### config.mk
export PLATFORM = sky130hd
export DESIGN_NAME = mood_led_animation_engine
export DESIGN_NICKNAME = d
export VERILOG_FILES = /design/src/sv/mle_pkg.sv /design/src/sv/mle_timebase.sv /design/src/sv/mle_shade.sv /design/src/sv/mood_led_animation_engine.sv
export SDC_FILE = /design/constraint.sdc
export NUM_CORES = 1
export LEC_CHECK = 0
export BUFFER_PORTS_ARGS = -buffer_cell sky130_fd_sc_hd__buf_4
export CAP_MARGIN = 40
export CELL_PAD_IN_SITES_DETAIL_PLACEMENT = 1
export CELL_PAD_IN_SITES_GLOBAL_PLACEMENT = 2
export CORE_ASPECT_RATIO = 0.8
export CORE_UTILIZATION = 37
export CTS_BUF_LIST = sky130_fd_sc_hd__clkbuf_4
export DETAILED_ROUTE_END_ITERATION = 6
export GPL_ROUTABILITY_DRIVEN = 0
export HOLD_SLACK_MARGIN = 0.08
export MAX_ROUTING_LAYER = met4
export PLACE_DENSITY_LB_ADDON = 0.1
export SYNTH_ARGS = -nofsm -noshare
export SYNTH_HDL_FRONTEND = slang
export SYNTH_SLANG_ARGS = --single-unit
### constraint.sdc
create_clock -name clk -period 11.8 [get_ports clk]
set_clock_uncertainty 0.05 [all_clocks]
set_input_delay 0.59 -clock clk [delete_from_list [all_inputs] [get_ports clk]]
set_output_delay 0.59 -clock clk [all_outputs]
set_load 0.03 [all_outputs]
### src/sv/mle_pkg.sv
// Shared types, mood codes, constant tables and helper functions for the LED animation engine.
`timescale 1ns / 1ps

package mle_pkg;

	localparam int unsigned PIX_IDX_W  = 6;
	localparam int unsigned SCAN_POS_W = 7;
	localparam int unsigned TICK_W     = 32;
	localparam int unsigned SEED_W     = 16;

	localparam logic [7:0] MOOD_OFF    = 8'h30;
	localparam logic [7:0] MOOD_CALM   = 8'h31;
	localparam logic [7:0] MOOD_HAPPY  = 8'h32;
	localparam logic [7:0] MOOD_TENSE  = 8'h33;
	localparam logic [7:0] MOOD_THINK  = 8'h34;
	localparam logic [7:0] MOOD_SPEAK  = 8'h35;
	localparam logic [7:0] MOOD_LISTEN = 8'h36;
	localparam logic [7:0] MOOD_CUSTOM = 8'h3F;

	localparam logic [15:0] LFSR_TAPS = 16'hB400;
	localparam logic [23:0] COLOUR_WHITE = 24'hFF_FFFF;

	// breathing channels: one phase accumulator each
	localparam int unsigned BR_N      = 4;
	localparam int unsigned BR_CALM   = 0;
	localparam int unsigned BR_HAPPY  = 1;
	localparam int unsigned BR_THINK  = 2;
	localparam int unsigned BR_LISTEN = 3;

	localparam logic [8:0] BR_PERIOD [BR_N] = '{9'd200, 9'd75, 9'd300, 9'd60};
	localparam logic [7:0] BR_QSTEP [BR_N] = '{8'(255 / 200), 8'(255 / 75),
		8'(255 / 300), 8'(255 / 60)};
	localparam logic [8:0] BR_RSTEP [BR_N] = '{9'(255 % 200), 9'(255 % 75),
		9'(255 % 300), 9'(255 % 60)};

	typedef struct packed {
		logic [BR_N-1:0][7:0]    breath;
		logic [SCAN_POS_W-1:0]   scan_pos;
	} phase_t;

	localparam logic [7:0] QUARTER_ROM [65] = '{
		8'd127, 8'd130, 8'd133, 8'd136, 8'd139, 8'd143, 8'd146, 8'd149, 8'd152, 8'd155,
		8'd158, 8'd161, 8'd164, 8'd167, 8'd170, 8'd173, 8'd176, 8'd179, 8'd182, 8'd184,
		8'd187, 8'd190, 8'd193, 8'd195, 8'd198, 8'd200, 8'd203, 8'd205, 8'd208, 8'd210,
		8'd213, 8'd215, 8'd217, 8'd219, 8'd221, 8'd224, 8'd226, 8'd228, 8'd229, 8'd231,
		8'd233, 8'd235, 8'd236, 8'd238, 8'd239, 8'd241, 8'd242, 8'd244, 8'd245, 8'd246,
		8'd247, 8'd248, 8'd249, 8'd250, 8'd251, 8'd251, 8'd252, 8'd253, 8'd253, 8'd254,
		8'd254, 8'd254, 8'd254, 8'd254, 8'd255
	};

	function automatic logic [7:0] sine_rom(input logic [7:0] t);
		logic [6:0] k;
		logic [7:0] v;
		k = t[6:0];
		if (k > 7'd64)
			k = 7'(8'd128 - {1'b0, k});
		v = QUARTER_ROM[k];
		if (!t[7] || k == 7'd0)
			return v;
		if (v == 8'd255)
			return 8'd0;
		return 8'd254 - v;
	endfunction

	// floor(x / 255), exact over the range of products of two 8-bit values
	function automatic logic [7:0] div255(input logic [15:0] x);
		logic [16:0] s;
		s = {1'b0, x} + {9'd0, x[15:8]} + 17'd1;
		return s[15:8];
	endfunction

	function automatic logic [7:0] scale(input logic [7:0] v, input logic [7:0] b);
		logic [15:0] x;
		x = 16'(v) * 16'(b);
		return div255(x);
	endfunction

	function automatic logic [15:0] lfsr_step(input logic [15:0] s);
		logic [15:0] n;
		n = s >> 1;
		if (s[0])
			n = n ^ LFSR_TAPS;
		return n;
	endfunction

	function automatic logic mood_known(input logic [7:0] code);
		unique case (code) inside
			MOOD_OFF, MOOD_CALM, MOOD_HAPPY, MOOD_TENSE,
			MOOD_THINK, MOOD_SPEAK, MOOD_LISTEN, MOOD_CUSTOM: return 1'b1;
			default: return 1'b0;
		endcase
	endfunction

endpackage

### src/sv/mle_timebase.sv
// Tick counter with incremental breathing phases and scanner position.
`timescale 1ns / 1ps

module mle_timebase
	import mle_pkg::*;
#(
	parameter int unsigned NUM_LEDS = 16
) (
	input  logic   clk,
	input  logic   arst_n,
	input  logic   clear,
	input  logic   advance,
	output phase_t phase
);

	localparam logic [SCAN_POS_W-1:0] SCAN_LAST = SCAN_POS_W'(2 * NUM_LEDS - 1);

	logic [TICK_W-1:0]     tick_q;
	logic [TICK_W-1:0]     tick_d;
	logic [SCAN_POS_W-1:0] pos_q;
	logic [SCAN_POS_W-1:0] pos_d;
	logic [8:0]            rem_q [BR_N];
	logic [8:0]            rem_d [BR_N];
	logic [8:0]            rr_q  [BR_N];
	logic [8:0]            rr_d  [BR_N];
	logic [7:0]            quo_q [BR_N];
	logic [7:0]            quo_d [BR_N];
	logic [9:0]            rr_sum [BR_N];
	logic                  wrap;

	// a wrap of the 32-bit counter lands every residue back on zero
	assign wrap = (tick_q == '1);

	always_comb begin
		tick_d = tick_q;
		pos_d  = pos_q;
		if (clear) begin
			tick_d = '0;
			pos_d  = '0;
		end else if (advance) begin
			tick_d = tick_q + TICK_W'(1);
			pos_d  = (wrap || pos_q == SCAN_LAST) ? '0 : pos_q + SCAN_POS_W'(1);
		end
		for (int k = 0; k < BR_N; k++) begin
			rem_d[k]  = rem_q[k];
			rr_d[k]   = rr_q[k];
			quo_d[k]  = quo_q[k];
			rr_sum[k] = {1'b0, rr_q[k]} + {1'b0, BR_RSTEP[k]};
			if (clear || (advance && (wrap || rem_q[k] == BR_PERIOD[k] - 9'd1))) begin
				rem_d[k] = '0;
				rr_d[k]  = '0;
				quo_d[k] = '0;
			end else if (advance) begin
				rem_d[k] = rem_q[k] + 9'd1;
				if (rr_sum[k] >= {1'b0, BR_PERIOD[k]}) begin
					rr_d[k]  = 9'(rr_sum[k] - {1'b0, BR_PERIOD[k]});
					quo_d[k] = quo_q[k] + BR_QSTEP[k] + 8'd1;
				end else begin
					rr_d[k]  = rr_sum[k][8:0];
					quo_d[k] = quo_q[k] + BR_QSTEP[k];
				end
			end
		end
	end

	always_ff @(posedge clk or negedge arst_n) begin
		if (!arst_n) begin
			tick_q <= '0;
			pos_q  <= '0;
			for (int k = 0; k < BR_N; k++) begin
				rem_q[k] <= '0;
				rr_q[k]  <= '0;
				quo_q[k] <= '0;
			end
		end else begin
			tick_q <= tick_d;
			pos_q  <= pos_d;
			for (int k = 0; k < BR_N; k++) begin
				rem_q[k] <= rem_d[k];
				rr_q[k]  <= rr_d[k];
				quo_q[k] <= quo_d[k];
			end
		end
	end

	always_comb begin
		phase.scan_pos = pos_q;
		for (int k = 0; k < BR_N; k++)
			phase.breath[k] = quo_q[k];
	end

endmodule

### src/sv/mle_shade.sv
// Per-pixel colour logic for every mood.
`timescale 1ns / 1ps

module mle_shade
	import mle_pkg::*;
#(
	parameter int unsigned NUM_LEDS = 16
) (
	input  logic [7:0]           mood,
	input  phase_t               phase,
	input  logic [PIX_IDX_W-1:0] pix,
	input  logic [23:0]          saved_colour,
	input  logic [15:0]          lfsr_next,
	output logic [7:0]           red,
	output logic [7:0]           green,
	output logic [7:0]           blue
);

	localparam logic [SCAN_POS_W-1:0] N_LEDS    = SCAN_POS_W'(NUM_LEDS);
	localparam logic [SCAN_POS_W-1:0] SCAN_LAST = SCAN_POS_W'(2 * NUM_LEDS - 1);

	logic [7:0]            ph;
	logic [7:0]            sine;
	logic [7:0]            br;
	logic [15:0]           flick;
	logic [SCAN_POS_W-1:0] head;
	logic [SCAN_POS_W-1:0] pix_w;
	logic [SCAN_POS_W-1:0] pix_gap;

	always_comb begin
		case (mood)
			MOOD_HAPPY:  ph = phase.breath[BR_HAPPY];
			MOOD_THINK:  ph = phase.breath[BR_THINK];
			MOOD_LISTEN: ph = phase.breath[BR_LISTEN];
			default:     ph = phase.breath[BR_CALM];
		endcase
		sine = sine_rom(ph);
		case (mood)
			MOOD_HAPPY:  br = {1'b0, sine[7:1]} + 8'd80;
			MOOD_THINK:  br = {2'b0, sine[7:2]} + 8'd30;
			MOOD_LISTEN: br = {1'b0, sine[7:1]} + 8'd30;
			default:     br = {1'b0, sine[7:1]} + 8'd20;
		endcase
	end

	// bounce: head runs up the strip and back down
	assign head    = (phase.scan_pos < N_LEDS) ? phase.scan_pos : SCAN_LAST - phase.scan_pos;
	assign pix_w   = {1'b0, pix};
	assign pix_gap = (pix_w >= head) ? pix_w - head : head - pix_w;
	assign flick   = 16'(lfsr_next[7:0]) * 16'd195;

	always_comb begin
		red   = '0;
		green = '0;
		blue  = '0;
		case (mood)
			MOOD_CALM: begin
				red   = scale(8'd255, br);
				green = scale(8'd115, br);
			end
			MOOD_HAPPY: begin
				red   = scale(8'd255, br);
				green = scale(8'd160, br);
			end
			MOOD_THINK: begin
				red  = scale(8'd160, br);
				blue = scale(8'd255, br);
			end
			MOOD_LISTEN: begin
				green = scale(8'd220, br);
				blue  = scale(8'd60, br);
			end
			MOOD_CUSTOM: begin
				red   = saved_colour[23:16];
				green = saved_colour[15:8];
				blue  = saved_colour[7:0];
			end
			MOOD_TENSE: begin
				red = flick[15:8] + 8'd60;
			end
			MOOD_SPEAK: begin
				if (pix_gap == SCAN_POS_W'(0)) begin
					green = 8'd220;
					blue  = 8'd255;
				end else if (pix_gap == SCAN_POS_W'(1)) begin
					green = 8'd60;
					blue  = 8'd80;
				end else if (pix_gap == SCAN_POS_W'(2)) begin
					green = 8'd15;
					blue  = 8'd20;
				end
			end
			default: begin
				red = '0;
			end
		endcase
	end

endmodule

### src/sv/mood_led_animation_engine.sv
// Top level of the mood LED animation engine: item stage, mood state and pixel output register.
`timescale 1ns / 1ps
// The first pixel of a tick passes the item stage and is loaded into the output register when it is
// empty or its pixel leaves. A known-mood tick gives NUM_LEDS pixels, one pixel per cycle while the
// output can load, set by the single pixel shader behind the item stage; commands and unknown-mood
// ticks give none. The next item is taken in the cycle that the last pixel of a frame is loaded.
// Reset: asynchronous, clears mood to calm, tick count to zero, colour to white, LFSR to 1.

module mood_led_animation_engine
	import mle_pkg::*;
#(
	parameter int unsigned NUM_LEDS = 16
) (
	input  logic        clk,
	input  logic        arst_n,
	input  logic        in_valid,
	output logic        in_ready,
	input  logic        op,
	input  logic [7:0]  mood_code,
	input  logic        force_restart,
	input  logic        has_color,
	input  logic [7:0]  custom_red,
	input  logic [7:0]  custom_green,
	input  logic [7:0]  custom_blue,
	input  logic        cfg_valid,
	output logic        cfg_ready,
	input  logic [15:0] random_seed,
	output logic        out_valid,
	input  logic        out_ready,
	output logic [5:0]  pixel_index,
	output logic [7:0]  red,
	output logic [7:0]  green,
	output logic [7:0]  blue,
	output logic [7:0]  white,
	output logic        last_pixel
);

	localparam int unsigned PIX_W = (NUM_LEDS > 1) ? $clog2(NUM_LEDS) : 1;
	localparam logic [PIX_W-1:0] PIX_LAST = PIX_W'(NUM_LEDS - 1);

	// item stage
	logic             v_s1;
	logic             op_s1;
	logic [7:0]       code_s1;
	logic             force_s1;
	logic             hasc_s1;
	logic [23:0]      colour_s1;
	logic [PIX_W-1:0] pix_s1;

	// mood state
	logic [7:0]       mood_q;
	logic [23:0]      saved_colour_q;
	logic [15:0]      lfsr_q;
	logic [15:0]      lfsr_next;

	// output register
	logic             out_valid_q;
	logic [5:0]       pixel_index_q;
	logic [7:0]       red_q;
	logic [7:0]       green_q;
	logic [7:0]       blue_q;
	logic             last_q;

	logic             in_xfer;
	logic             known;
	logic             tick_emit;
	logic             out_load;
	logic             pix_last;
	logic             done_s1;
	logic             advance;
	logic             clear;
	phase_t           phase;
	logic [7:0]       shade_r;
	logic [7:0]       shade_g;
	logic [7:0]       shade_b;

	assign known     = mood_known(mood_q);
	assign tick_emit = v_s1 && !op_s1 && known;
	// load the output register when it is empty or its pixel leaves this cycle
	assign out_load  = tick_emit && (!out_valid_q || out_ready);
	assign pix_last  = (pix_s1 == PIX_LAST);
	// commands and unknown-mood ticks drain as soon as they sit in the stage; a frame at its last pixel load
	assign done_s1   = v_s1 && (op_s1 || !known || (out_load && pix_last));
	assign in_ready  = !v_s1 || done_s1;
	assign in_xfer   = in_valid && in_ready;
	assign cfg_ready = 1'b1;

	// the counter advances once the last pixel of a frame is loaded, or at once for an unknown mood
	assign advance = v_s1 && !op_s1 && (!known || (out_load && pix_last));
	// a command restarts the counter when forced or when the mood changes
	assign clear   = v_s1 && op_s1 && (force_s1 || code_s1 != mood_q);

	assign lfsr_next = lfsr_step(lfsr_q);

	always_ff @(posedge clk or negedge arst_n) begin
		if (!arst_n) begin
			v_s1   <= 1'b0;
			pix_s1 <= '0;
		end else if (in_xfer) begin
			v_s1   <= 1'b1;
			pix_s1 <= '0;
		end else if (done_s1) begin
			v_s1 <= 1'b0;
		end else if (out_load) begin
			pix_s1 <= pix_s1 + PIX_W'(1);
		end
	end

	// hold the item's payload for as long as it sits in the stage
	always_ff @(posedge clk) begin
		if (in_xfer) begin
			op_s1     <= op;
			code_s1   <= mood_code;
			force_s1  <= force_restart;
			hasc_s1   <= has_color;
			colour_s1 <= {custom_red, custom_green, custom_blue};
		end
	end

	always_ff @(posedge clk or negedge arst_n) begin
		if (!arst_n) begin
			mood_q         <= MOOD_CALM;
			saved_colour_q <= COLOUR_WHITE;
		end else if (v_s1 && op_s1) begin
			mood_q <= code_s1;
			if (code_s1 == MOOD_CUSTOM && hasc_s1)
				saved_colour_q <= colour_s1;
		end
	end

	// a zero seed would lock the LFSR, so load 1 instead
	always_ff @(posedge clk or negedge arst_n) begin
		if (!arst_n) begin
			lfsr_q <= 16'd1;
		end else if (cfg_valid && cfg_ready) begin
			lfsr_q <= (random_seed == '0) ? 16'd1 : random_seed;
		end else if (out_load && mood_q == MOOD_TENSE) begin
			lfsr_q <= lfsr_next;
		end
	end

	mle_timebase #(
		.NUM_LEDS(NUM_LEDS)
	) u_timebase (
		.clk    (clk),
		.arst_n (arst_n),
		.clear  (clear),
		.advance(advance),
		.phase  (phase)
	);

	mle_shade #(
		.NUM_LEDS(NUM_LEDS)
	) u_shade (
		.mood        (mood_q),
		.phase       (phase),
		.pix         (PIX_IDX_W'(pix_s1)),
		.saved_colour(saved_colour_q),
		.lfsr_next   (lfsr_next),
		.red         (shade_r),
		.green       (shade_g),
		.blue        (shade_b)
	);

	always_ff @(posedge clk or negedge arst_n) begin
		if (!arst_n) begin
			out_valid_q <= 1'b0;
		end else if (out_load) begin
			out_valid_q <= 1'b1;
		end else if (out_ready) begin
			out_valid_q <= 1'b0;
		end
	end

	always_ff @(posedge clk) begin
		if (out_load) begin
			pixel_index_q <= PIX_IDX_W'(pix_s1);
			red_q         <= shade_r;
			green_q       <= shade_g;
			blue_q        <= shade_b;
			last_q        <= pix_last;
		end
	end

	assign out_valid   = out_valid_q;
	assign pixel_index = pixel_index_q;
	assign red         = red_q;
	assign green       = green_q;
	assign blue        = blue_q;
	assign white       = 8'd0;
	assign last_pixel  = last_q;

`ifndef SYNTHESIS
	// the frame marker sits on the final pixel only
	a_last_marks_end: assert property (@(posedge clk) disable iff (!arst_n)
		out_valid |-> (last_pixel == (pixel_index == PIX_IDX_W'(NUM_LEDS - 1))))
		else $error("last_pixel out of step with pixel_index");

	// within a frame the pixels follow one another without a gap
	a_frame_contiguous: assert property (@(posedge clk) disable iff (!arst_n)
		out_valid && out_ready && !last_pixel |=>
			out_valid && pixel_index == $past(pixel_index) + 6'd1)
		else $error("frame broken after a pixel transfer");

	// no new item enters while a frame is part way out
	a_no_accept_mid_frame: assert property (@(posedge clk) disable iff (!arst_n)
		tick_emit && !pix_last |-> !in_ready)
		else $error("item taken in the middle of a frame");

	// the flicker generator never reaches the all-zero state
	a_lfsr_nonzero: assert property (@(posedge clk) disable iff (!arst_n)
		lfsr_q != 16'd0)
		else $error("flicker LFSR locked at zero");
`endif

endmodule
After elaboration in Yosys (flattened, before gate mapping) --
Memories as Yosys holds them, arrays and structs flattened. Cells that the tools add are included. Widths: inputs -> output; s select.
Operators by class: order comparisons 8, multiply operators 6, bitwise gates (word level) 2, mux-type cells 72, add/sub/neg operators 42, shifts and indexed selects 0, divide/modulo/power cells 0, equal/unequal tests 21, reduce and logical (&&, ||, !) cells 54
Operator list (count):
- $mux 9 | 20
- $mux 8 | 22
- $add 16x1->16 const B | 5
- $eq 8x6->1 const B | 9
- $mux 16 | 4
- $mux 32 | 2
- $pmux 8 s4 | 2
- $add 16x8->16 | 3
- $pmux 8 s3 | 2
- $mux 7 | 6
- $add 8x1->8 const B | 5
- $pmux 8 s5 | 1
- $add 9x1->9 const B | 4
- $add 32x1->32 const B | 1
- $eq 32x32->1 const B | 1
- $reduce_bool 2->1 | 10
- $add 15x7->16 | 1
- $add 7x5->8 const B | 2
- $logic_not 16->1 | 1
- $logic_or 1x1->1 | 16
- $mul 8x8->16 const A | 1
- $mul 8x8->16 const B | 1
- $mux 4 | 4
- $add 14x6->15 | 1
- 53 further kinds | 81
Storage, ports and cells: bits in writable memories 0, bits in latches 0, bits of input ports 56, memories kept 1, register bits 261, memory bits (read-only) 1024, output and inout port bits 42, word-level logic and storage cells 236
Memories:
- (name not given) | words 128, bits a word 8, read ports 1, clocked after memory_dff 0, wr ports 0, RTL line mle_pkg.sv:57 | v = QUARTER_ROM[k];

Depth between registers and ports, before layout --
depth in word-level cells 19, gate-level depth with buffers 67

Cells and area by module --
From an unflattened synthesis, not the netlist that was laid out.
Unflattened totals: cells, all modules 2488, area, all modules 22907.0 µm²
Modules (own cells, without submodules):
- mle_shade | sequential area each 0.0 µm², instances 1, area an instance 9396.5 µm², cells each 1179
- mle_timebase | sequential area each 3578.4 µm², instances 1, area an instance 8877.3 µm², cells each 1016
- mood_led_animation_engine | sequential area each 3308.2 µm², instances 1, area an instance 4633.2 µm², cells each 293

Least setup slack after synthesis --
No wires, ideal clock.
path type reg2reg, from reg mood_q[5], to reg blue_q[7], in the netlist blue[7] (data pin), library setup time 0.261 ns, data arrival time 12.213 ns, cell stages (with the launch flop) 63, buffers on the path 3, path slack -0.724 ns, cell sequence dfstp_2 and4bb_1 buf_4 nand2_2 buf_2 nor2_1 a21oi_1 inv_1 ha_1 inv_1 a311oi_1 a21o_1 a311o_1 and3_1 buf_2 clkinv_1 ha_1 or2_2 [27 not listed] o21bai_1 a21oi_1 o21bai_1 a21oi_1 xnor2_1 ha_1 o21ai_0 nand2b_1 o21a_1 nand2b_1 inv_1 nand2_1 nor2_1 nand2_1 nor2_1 nand3_1 xnor2_1 a221o_1
On the way: word-level cells in the longest chain between the ends 19
Ends and longest elaborated chain:
- from (decl) | RTL line mood_led_animation_engine.sv:51 | logic [7:0] mood_q;
- from (signal assigned) | RTL line mood_led_animation_engine.sv:125 | mood_q <= code_s1;
- branches (longest 18 deep; another with $mem_v2 128x8)
- $pmux 8 s4 (*) | RTL line mle_shade.sv:56 | case (mood)
- to (signal assigned) | RTL line mood_led_animation_engine.sv:180 | blue_q <= shade_b;
- to (decl) | RTL line mood_led_animation_engine.sv:61 | logic [7:0] blue_q;
Mark *: on every way between the ends. The select of a mux whose other input is x is not followed. A chain may end at the register's enable or synchronous reset.

Worst setup path after layout --
Same ends and word-level chain as after synthesis.

==> results by group <==
Synth
  • Register area share after synthesis: 0.312
  • Mapped Avg Cell Area: just over 9 sq um
  • Yosys cell types: approximately 110
  • Ys async rst share: 0.755
  • Number of synthesized flops with an enable pin: 64
  • Leading register cell type out of synthesis: dfrtp_1
  • Synthesized area: around 0.022 sq mm
  • Synth top area cells: dfrtp_1, ha_1, edfxtp_1
  • Synth Register Bits: 261
  • Syn Inst Count: about 2400
  • Synth area leader: dfrtp_1
  • Warnings from Yosys: 0
  • Post-synth top area share: 0.192

Timing
  • Post-route clock period utilization: 0.959
  • Smallest setup slack after layout: between 0.4 and 0.5 ns
  • Final hold violations: 0
  • Slew headroom: 0.362
  • Final Critical Period: 11.31 ns
  • Slew @ Worst Pin: around 0.96 ns
  • Worst Hold Slack: between 0.3 and 0.4 ns
  • Setup violators final: 0
  • Fin. max-slew vios: 0
  • Peak Freq: roughly 88 MHz

Critical path
  • Crit path buffers/inverters: 13
  • CP max FO: 5
  • CP Class: flip-flop to flip-flop
  • CP max stage delay: 0.58 ns
  • CP endpoint kind: flip-flop
  • CP arrival: approximately 12 ns
  • Slowest-stage cell, CP: fa_2
  • Flop-to-flop setup slack: 0.49 ns
  • Top delay family on crit path: adder cells
  • CP Launch Type: flip-flop
  • CP required: 12.33 ns

Placed design
  • PortBufs: 86
  • Placement Cell Area: approximately 0.024 sq mm
  • Placed insts: 3259
  • Worst slack, placed: -0.646 ns
  • Post-DP HPWL: about 52000 um

Outcome
  • Violated checks: DRC
  • Status: finished with violations

Cells and area
  • Fillers: roughly 6800
  • Syn-to-layout area delta: 21.4%
  • Final cell count without fillers: 3530
  • Layout cells sized above 1: 0.201
  • Final Cell Area: roughly 0.027 sq mm
  • Final nets: slightly above 3000

Routing
  • Via density: around 5.4
  • DRT antenna net count: 0
  • DR pass1 iterations: 7
  • Drc violations: 1
  • Via count: between 15000 and 20000
  • Drt total wl: 69800 um
  • Routed length per instance: 19.8 um
  • Iteration-0 DRC Markers: between 900 and 1000

Die
  • Die H: approximately 220 um
  • Core area: 0.0585 sq mm
  • Initial core utilization: 0.377
  • Die width: around 280 um
  • Site row count: 79
  • Die footprint: 0.0606 sq mm
  • IO Count: 98

CTS
  • CTS max path bufs: 3
  • CTS root buf: clkbuf_4
  • CTS tree: done
  • Num CTS Buffers: 79
  • Clk sinks: about 260
  • Clk Latency, worst-skew pair: between 0.8 and 0.9 ns
  • H-tree depth: 3
  • Worst-path clk slew: roughly 0.08 ns

Global route
  • GRT Resource Usage Total: 0.242
  • Vias in the first global route: between 15000 and 20000
  • Remaining Overflow, GRT: 0
  • Initial antenna violation count: 4
  • Largest net degree at the start of global routing: between 80 and 90
  • First-pass GRT wire length: approximately 110000 um

Job
  • Maxcap violations: 0

Hold path
  • Hold Crit Class: primary input to async pin
[layout by cell type, fill, tap and decap left out, types with 96 or more instances in the layout]
cell,Yosys,layout
a21oi_1,122,107
buf_4,14,200
clkbuf_4,0,120
dfrtp_1,169,168
ha_1,229,217
inv_1,198,187
nand2_1,194,190
nor2_1,181,173
o21ai_0,159,156
xnor2_1,125,121
xor2_1,98,96
[worst reg2reg max path, delay by kind of cell (launching register included)]
kind                       cells  cell delay [ns]
adders and majority gates      9             3.30
AOI/OAI and AO/OA             16             3.03
and+or+nand+nor               16             2.49
buffers and inverters         13             1.11
DFF                            1             0.53
xor gates and xnor gates       2             0.35
muxes                          1             0.24
[state kept, by name (all words and copies together) (netlist names), 4 cells and up]
signal and cells:
mood_q 8, u_timebase.tick_q 32, u_timebase.phase 32, blue 8
u_timebase.rem_q 36, u_timebase.pos_q 7, u_timebase.rr_q 36, saved_colour_q 24
lfsr_q 16, code_s1 8, colour_s1 24, red 8
pixel_index 4, green 8, pix_s1 4
[stage by stage]
step                      TNS, ns   util
after global routing       -0.940  0.458
after CTS                       0  0.448
final                           0  0.458
after floorplan                 0      -
after global placement     -0.234  0.410
after detailed placement    -5.33  0.412
[layout make-up]
type	count	area [sq um]	share of cell area
Inverter	200	762	0.0285
Timing Repair Buffer	300	2540	0.0948
Sequential cell	261	6890	0.257
Multi-Input combinational cell	1852	14600	0.544
Tap cell	769	962	0.0359
Antenna cell	3	7.51	0.000280
Clock inverter	25	149	0.00556
Clock buffer	120	901	0.0336
[metal layers]
| metal | vias up | part of all wire | track usage |
|---|---|---|---|
| met5 | - | 0 | - |
| met4 | 0 | 0.017 | 0.0584 |
| met3 | 87 | 0.041 | 0.0434 |
| met2 | 315 | 0.43 | 0.345 |
| met1 | 9463 | 0.51 | 0.351 |
| li1 | 9108 | - | - |
[path summary, 6_finish.rpt]
path,from,end,cells after the start
hold / removal,arst_n,u_timebase.rr_q[13],2
max in group asynchronous,arst_n,lfsr_q[2],3
setup reg to reg,mood_q[5],blue[7],57
setup / recovery,mood_q[5],blue[7],57
hold reg to reg,colour_s1[2],saved_colour_q[2],1
min in group clk,has_color,hasc_s1,2
[synth_stat cells (all sizes together) (16+ instances only)]
master	instances
a22o	20
dfrtp	169
a21o	31
mux2i	34
clkbuf	54
a211oi	17
buf	30
nor2b	24
a21oi	123
dfstp	28
fa	59
nand3	70
o21ai	169
or3	31
o21bai	31
nand4	26
edfxtp	64
o21a	16
o211ai	16
nand2b	23
ha	229
nor3	32
nor2	182
and3	28
xor2	98
nand2	195
mux2	39
inv	199
xnor2	128
[what timing repair did]
item	CTS	global route
endpoints found under the hold margin	136	0
setup buffers	9	25
pin swaps	7	42
hold buffers	86	0
setup endpoints to repair	16	24
resized for setup	28	78
[kinds of logic after synthesis]
logic type               count (synthesis)  synth area share
AO/OA/AOI/OAI                          571             0.173
XOR/XNOR                               226            0.0907
adder cells (fa/ha/maj)                288             0.183
buffers and inverters                  284            0.0521
flip-flops                             261             0.312
multiplexers                            73            0.0353
other                                    2          0.000340
AND/OR/NAND/NOR                        683             0.153
Power is not shown: default switching activity piles up to over one toggle a cycle in this logic, so the estimate is an artifact.
